[src/design/lexicase_selection_defines.svh]
// assertion macros shared by the lexicase selection rtl
// every user has signals named clock and reset in scope
`ifndef LEXICASE_SELECTION_DEFINES_SVH
`define LEXICASE_SELECTION_DEFINES_SVH

// same-cycle implication, checked outside reset
`define LXS_ASSERT_IMPL(label, ante, cons, msg) \
   label: assert property (@(posedge clock) disable iff (reset) (ante) |-> (cons)) \
      else $error(msg);

// next-cycle implication, checked outside reset
`define LXS_ASSERT_NEXT(label, ante, cons, msg) \
   label: assert property (@(posedge clock) disable iff (reset) (ante) |=> (cons)) \
      else $error(msg);

`endif

[src/design/lxs_pkg.sv]
`default_nettype none

package lxs_pkg;

   // sizing of the score table and scores
   localparam int MAX_ORGS   = 64;
   localparam int MAX_KEYS   = 8;
   localparam int VALUE_BITS = 32;

   localparam int ORG_BITS     = (MAX_ORGS > 1) ? $clog2(MAX_ORGS) : 1;
   localparam int KEY_BITS     = (MAX_KEYS > 1) ? $clog2(MAX_KEYS) : 1;
   localparam int ORG_CNT_BITS = $clog2(MAX_ORGS + 1);
   localparam int KEY_CNT_BITS = $clog2(MAX_KEYS + 1);
   localparam int ADDR_BITS    = $clog2(MAX_ORGS * MAX_KEYS);

   // channel field widths
   localparam int ORG_IDX_W = 6;
   localparam int KEY_IDX_W = 3;
   localparam int VALUE_W   = 32;
   localparam int SWAP_W    = 24;
   localparam int SWAP_FLD  = 3;
   localparam int POOL_W    = 64;
   localparam int TIE_W     = 6;
   localparam int TIE_CNT_W = $clog2(TIE_W);
   localparam int CHOSEN_W  = 6;
   localparam int SURV_W    = 7;
   localparam int USED_W    = 4;

   // operation codes
   localparam logic FUNC_LOAD   = 1'b0;
   localparam logic FUNC_SELECT = 1'b1;

   // register file
   localparam int CSR_INDEX_W = 2;
   localparam int CSR_DATA_W  = 8;
   localparam int ORG_CNT_W   = 7;
   localparam int KEY_CNT_W   = 4;
   localparam int DIR_W       = 8;

   localparam logic [CSR_INDEX_W-1:0] CSR_ORG_COUNT = 2'd0;
   localparam logic [CSR_INDEX_W-1:0] CSR_KEY_COUNT = 2'd1;
   localparam logic [CSR_INDEX_W-1:0] CSR_DIRECTION = 2'd2;

   localparam logic [ORG_CNT_W-1:0] ORG_COUNT_RST = 7'd64;
   localparam logic [KEY_CNT_W-1:0] KEY_COUNT_RST = 4'd6;
   localparam logic [DIR_W-1:0]     DIRECTION_RST = 8'd9;

   // commands from the controller to the datapath
   typedef struct packed {
      logic req_open;
      logic swap_step;
      logic key_start;
      logic scan_run;
      logic key_end;
      logic mod_step;
      logic find_step;
      logic rsp_load;
   } cmd_type;

   // status from the datapath to the controller
   typedef struct packed {
      logic sel_xfer;
      logic swap_last;
      logic scan_done;
      logic more_keys;
      logic mod_last;
      logic find_hit;
      logic out_free;
   } status_type;

   // swap target modulo active key count, by repeated subtraction
   function automatic logic [KEY_BITS-1:0] mod_small(input logic [SWAP_FLD-1:0] t,
                                                    input logic [KEY_CNT_BITS-1:0] n);
      logic [7:0] r;
      logic [7:0] d;
      r = 8'(t);
      d = 8'(n);
      for (int i = 0; i < (1 << SWAP_FLD) - 1; i++) begin
         if (r >= d) begin
            r = r - d;
         end
      end
      return r[KEY_BITS-1:0];
   endfunction

endpackage

`default_nettype wire

[src/design/lxs_ctrl.sv]
`default_nettype none

module lxs_ctrl (
   input  wire logic                clock,
   input  wire logic                reset,
   input  wire lxs_pkg::status_type status,
   output lxs_pkg::cmd_type         cmd
);
   import lxs_pkg::*;

   `include "lexicase_selection_defines.svh"

   typedef enum logic [7:0] {
      S_IDLE = 8'b0000_0001,
      S_SWAP = 8'b0000_0010,
      S_KEY  = 8'b0000_0100,
      S_SCAN = 8'b0000_1000,
      S_EVAL = 8'b0001_0000,
      S_MOD  = 8'b0010_0000,
      S_FIND = 8'b0100_0000,
      S_OUT  = 8'b1000_0000
   } state_type;

   state_type state_ff, state_in;

   // next state
   always_comb begin
      state_in = state_ff;
      case (state_ff)
         S_IDLE: if (status.sel_xfer) state_in = S_SWAP;
         S_SWAP: if (status.swap_last) state_in = S_KEY;
         S_KEY:  state_in = S_SCAN;
         S_SCAN: if (status.scan_done) state_in = S_EVAL;
         S_EVAL: state_in = status.more_keys ? S_KEY : S_MOD;
         S_MOD:  if (status.mod_last) state_in = S_FIND;
         S_FIND: if (status.find_hit) state_in = S_OUT;
         S_OUT:  if (status.out_free) state_in = S_IDLE;
         default: state_in = S_IDLE;
      endcase
   end

   always_ff @(posedge clock) begin
      if (reset) begin
         state_ff <= S_IDLE;
      end else begin
         state_ff <= state_in;
      end
   end

   // commands
   assign cmd.req_open  = (state_ff == S_IDLE);
   assign cmd.swap_step = (state_ff == S_SWAP);
   assign cmd.key_start = (state_ff == S_KEY);
   assign cmd.scan_run  = (state_ff == S_SCAN);
   assign cmd.key_end   = (state_ff == S_EVAL);
   assign cmd.mod_step  = (state_ff == S_MOD);
   assign cmd.find_step = (state_ff == S_FIND);
   assign cmd.rsp_load  = (state_ff == S_OUT) && status.out_free;

   `LXS_ASSERT_NEXT(a_select_starts_swap, (state_ff == S_IDLE) && status.sel_xfer, cmd.swap_step, "select transfer did not start the swap pass")
   `LXS_ASSERT_NEXT(a_out_returns_idle, cmd.rsp_load, cmd.req_open, "no return to idle after result")
endmodule

`default_nettype wire

[config.mk]
export PLATFORM = sky130hd
export DESIGN_NAME = lxs_ctrl
export DESIGN_NICKNAME = d
export VERILOG_FILES = /design/src/design/lxs_pkg.sv /design/src/design/lxs_ctrl.sv
export VERILOG_INCLUDE_DIRS = /design/src /design/src/design
export SDC_FILE = /design/constraint.sdc
export NUM_CORES = 1
export LEC_CHECK = 0
export BUFFER_PORTS_ARGS = -buffer_cell sky130_fd_sc_hd__buf_4
export CAP_MARGIN = 10
export CORE_MARGIN = 4
export CORE_UTILIZATION = 30
export CTS_CLUSTER_DIAMETER = 200
export CTS_CLUSTER_SIZE = 10
export DETAILED_ROUTE_END_ITERATION = 16
export HOLD_SLACK_MARGIN = 0.06
export PLACE_DENSITY = 0.56
export SLEW_MARGIN = 20
export SYNTH_ARGS = -nofsm -noshare
export SYNTH_HDL_FRONTEND = slang
export SYNTH_SLANG_ARGS = --single-unit
[constraint.sdc]
create_clock -name clock -period 1.8 [get_ports clock]
set_input_delay 0.36 -clock clock [delete_from_list [all_inputs] [get_ports clock]]
set_output_delay 0.36 -clock clock [all_outputs]
set_load 0.05 [all_outputs]
Yosys cells after proc, flatten, opt, wreduce, memory -nomap -nowiden
Index checks and enable logic that the tools add are counted.
Word-level totals
  bits of input ports: 9
  output and inout bits: 8
  word-level logic and storage cells: 25
  flip-flop bits (word level): 8
Cells by class
  reduce and logical (&&, ||, !) cells: 2
  equality and inequality tests: 14
  muxes and demuxes: 8
Operators by type and width (number)
  $pmux W8 S8: 1
  $mux W8: 6
  $ne A2 B2 Y1 const B: 6
  $eq A8 B1 Y1 const B: 1
  $eq A8 B2 Y1 const B: 1
  $eq A8 B3 Y1 const B: 1
  $eq A8 B4 Y1 const B: 1
  $eq A8 B5 Y1 const B: 1
  $eq A8 B6 Y1 const B: 1
  $eq A8 B7 Y1 const B: 1
  $eq A8 B8 Y1 const B: 1
  $mux W6: 1
  $reduce_and A6 Y1: 1
  $logic_and A1 B1 Y1: 1

Logic depth before layout (Yosys ltp)
  depth after elaboration: 3
  mapped depth: 5
  depth with buffers taken out: 5

Worst setup path before layout
Ideal clock, no wire load.
  path type: flip-flop to output port
  start point: register state_ff[2]
  end point: output port cmd[0] (netlist bit)
  data required time: 1.440 ns
  arrival time: 1.868 ns
  setup slack: -0.428 ns
  stages on the path, launching flop included: 4
  buffers on the path: 0
  path through: dfxtp_1 nor4_4 nand2_1 nor3_1
RTL lines
  start, declared: RTL line lxs_ctrl.sv:24  | state_type state_ff, state_in;
  start signal, assigned: RTL line lxs_ctrl.sv:46  | state_ff <= state_in;
  end, declared: RTL line lxs_ctrl.sv:7  | output lxs_pkg::cmd_type cmd

==> flow_metrics.env <==
export IMPL_status="complete, but fails checks"
export IMPL_failed_checks="setup timing"
export IMPL_syn_num_nets=65
export IMPL_finished_cell_area_um2=933
export IMPL_die_width_um=49.7
export IMPL_area_growth_synth_to_final_pct=79.3
export IMPL_wl_met1_um=713
export IMPL_antenna_diode_count=0
export IMPL_timing_clock_skew_ps=0.584
export IMPL_tritoncts="yes"
export IMPL_post_synth_inst_count=56
export IMPL_io_pin_count=17
export IMPL_detail_route_vias_per_cell=5.21
export IMPL_cp_required_ps=1440
export IMPL_grt_first_pass_wirelength_um=2510
export IMPL_yosysSeqAreaShare_pct=30.8
export IMPL_rows=14
export IMPL_yosys_cell_types_count=20
export IMPL_cts_sink_count=8
export IMPL_ant_nets=0
export IMPL_floorplan_die_area_um2=2470
export IMPL_dp_cells=90
export IMPL_antenna_found_initial=0
export IMPL_drt_wl_total_um=1630
export IMPL_clk_transition_reported_paths_ps=50
export IMPL_tritoncts_buffers=3
export IMPL_vdd_drop_max_mv=0.616
export IMPL_clk_path_buf_depth=2
export IMPL_place_port_buffers=16
export IMPL_core_um2=1580
export IMPL_hold_viol=0
export IMPL_number_of_storage_elements_in_the_synthesis_netlist=8
export IMPL_grt_start_max_net_pins=9
export IMPL_synth_xor_area_share_pct=0
export IMPL_setup_tns_ps=-295
export IMPL_fmax_mhz=534
export IMPL_cap_viol_max_count=0
export IMPL_first_global_vias=562
export IMPL_netlist_area_um2=520
export IMPL_filler_cell_count=141
export IMPL_detail_route_first_pass_iterations=5
export IMPL_synth_simple_gate_area_share_pct=46.4
export IMPL_route_vias_total=563
export IMPL_nets=103
export IMPL_post_dp_cell_area_um2=709
export IMPL_slew_headroom_pct=75.5
export IMPL_max_flop_register="state_ff"
export IMPL_synth_compound_area_share_pct=13.5
export IMPL_global_route_overflow_total=0
export IMPL_timing_critical_path_arrival_ps=1510
export IMPL_final_min_period_over_clock_period_pct=104
export IMPL_wl_per_cell_um=15.1
export IMPL_finalMaxSlewViolations=0
export IMPL_dr_wl_met3_um=91
export IMPL_dieHeight_um=49.7
export IMPL_powerDensity_nw_per_um2=975
export IMPL_finalNonFillerCells=108
export IMPL_hp_class="input port to flop"
export IMPL_drt_drc_violations_left=0
export IMPL_ys_warnings_count=0
export IMPL_grtUsageTotal_pct=13.4
export IMPL_wl_met2_um=812
export IMPL_drt_iter0_drc=4
export IMPL_drive_gt1_share_pct=62.0
export IMPL_clock_latency_ps=240
export IMPL_synth_top_family_by_area="simple AND/OR/NAND/NOR gates"
export IMPL_final_period_minus_worst_setup_slack_ps=1870
export IMPL_lkg_pwr_uw=0.000405
export IMPL_critical_path_class="flop to primary output"
export IMPL_cp_end_kind="primary output"
export IMPL_cts_root_buffer_cell="clkbuf_4"
export IMPL_place_congestion=0.803
export IMPL_timing_final_setup_violations=5
export IMPL_initial_utilization_pct=33.0
export IMPL_crit_fanout=4
export IMPL_max_slew_worst_pin_slew_ps=367
export IMPL_postSynthAreaPerCell_um2=9.29
export IMPL_highest_layer="met4"
export IMPL_clock_tree_htree_level_count=1
export IMPL_biggestRegsByFlops="state_ff (8)"
export IMPL_synth_adder_area_share_pct=0
export IMPL_rsz0062_at_grt="yes"
export IMPL_fin_ws_ps=-74.2
export IMPL_hpwlAfterDp_um=1060
export IMPL_synth_mux_area_share_pct=5.77
export IMPL_element_type_at_the_critical_path_start="flop"
export IMPL_largest_register_ffs=8
[metal layers]
| metal | global-route usage (%) | up-vias |
|---|---|---|
| met4 | 8.29 | 0 |
| met3 | 3.31 | 2 |
| li1 | - | 283 |
| met5 | 0 | - |
| met2 | 18.7 | 23 |
| met1 | 18.0 | 255 |
[worst max-delay path, stage by stage, from the launching register on]
cell and delay (ps):
dfxtp_4 350, nor4_4 360, nand2_2 140, nor3b_4 230
buf_6 180
[synthesized netlist by cell type]
library cell  instances  share of area (%)
a21oi_1               2                1.9
a221o_1               1                1.9
and3_1                1                1.2
buf_1                 1               0.72
dfxtp_1               8                 31
inv_1                 4                2.9
mux2i_1               3                5.8
nand2_1               5                3.6
nand4b_1              3                5.0
nand4b_2              1                2.9
nor2_1                8                5.8
nor2b_1               1                1.2
nor3_1                3                2.9
nor3b_1               5                7.2
nor3b_2               3                7.2
nor4_1                1                1.2
nor4_4                2                8.2
o2111ai_4             1                5.0
o211ai_1              2                2.9
o22a_1                1                1.7
[per-stage QoR]
step           hold slack [ps]  total power (uW)  utilization [%]  setup slack, ps
2_1_floorplan              525               542                -            -95.3
3_3_place_gp               591               645             45.0             94.2
3_5_place_dp               588               644             45.0             55.5
4_1_cts                    322               890             54.1             -107
5_1_grt                    349               966             59.2             -177
6_report                   348               910             59.2            -74.2
[layout make-up]
| class | count | area (um2) | share of cell area [%] |
|---|---|---|---|
| Clock buffer | 3 | 22.5 | 2.41 |
| Inverter | 4 | 17.5 | 1.88 |
| Multi-Input combinational cell | 43 | 399 | 42.8 |
| Sequential cell | 8 | 170 | 18.2 |
| Tap cell | 16 | 20.0 | 2.14 |
| Timing Repair Buffer | 34 | 304 | 32.6 |
[kinds of logic after synthesis]
logic type / count (synthesis)
muxes: 3
buffers and inverters: 5
AOI/OAI and AO/OA: 7
DFF: 8
and+or+nand+nor: 33
[what timing repair did]
action	in CTS	in global routing
gates resized for setup	16	10
hold buffers	0	0
setup endpoints to repair	8	11
pin swaps	7	9
buffers inserted	9	6
[final timing paths]
check	cells past startpoint	slack, ps	end	startpoint
setup / recovery	4	-70	cmd[6]	state_ff[5]
hold / removal	2	350	state_ff[5]	reset
setup reg to reg	7	70	state_ff[7]	state_ff[0]
hold reg to reg	2	570	state_ff[6]	state_ff[6]
[where the power goes]
| group | total (uW) | internal (uW) | switching, uW |
|---|---|---|---|
| clock network | 129 | 75.7 | 52.9 |
| logic | 530 | 267 | 263 |
| registers | 251 | 205 | 45.6 |
[placed cells by master, fill, tap and decap left out, drive strengths merged]
cell     instances
inv              4
buf             34
nor4             3
nand2            5
clkbuf           3
mux2i            3
o22a             1
nor2b            1
nor3             3
a21oi            2
o2111ai          1
nor3b            8
dfxtp            8
and3             1
o211ai           2
nor2             8
nand4b           4
a221o            1
(Power assumes the default switching activity.)
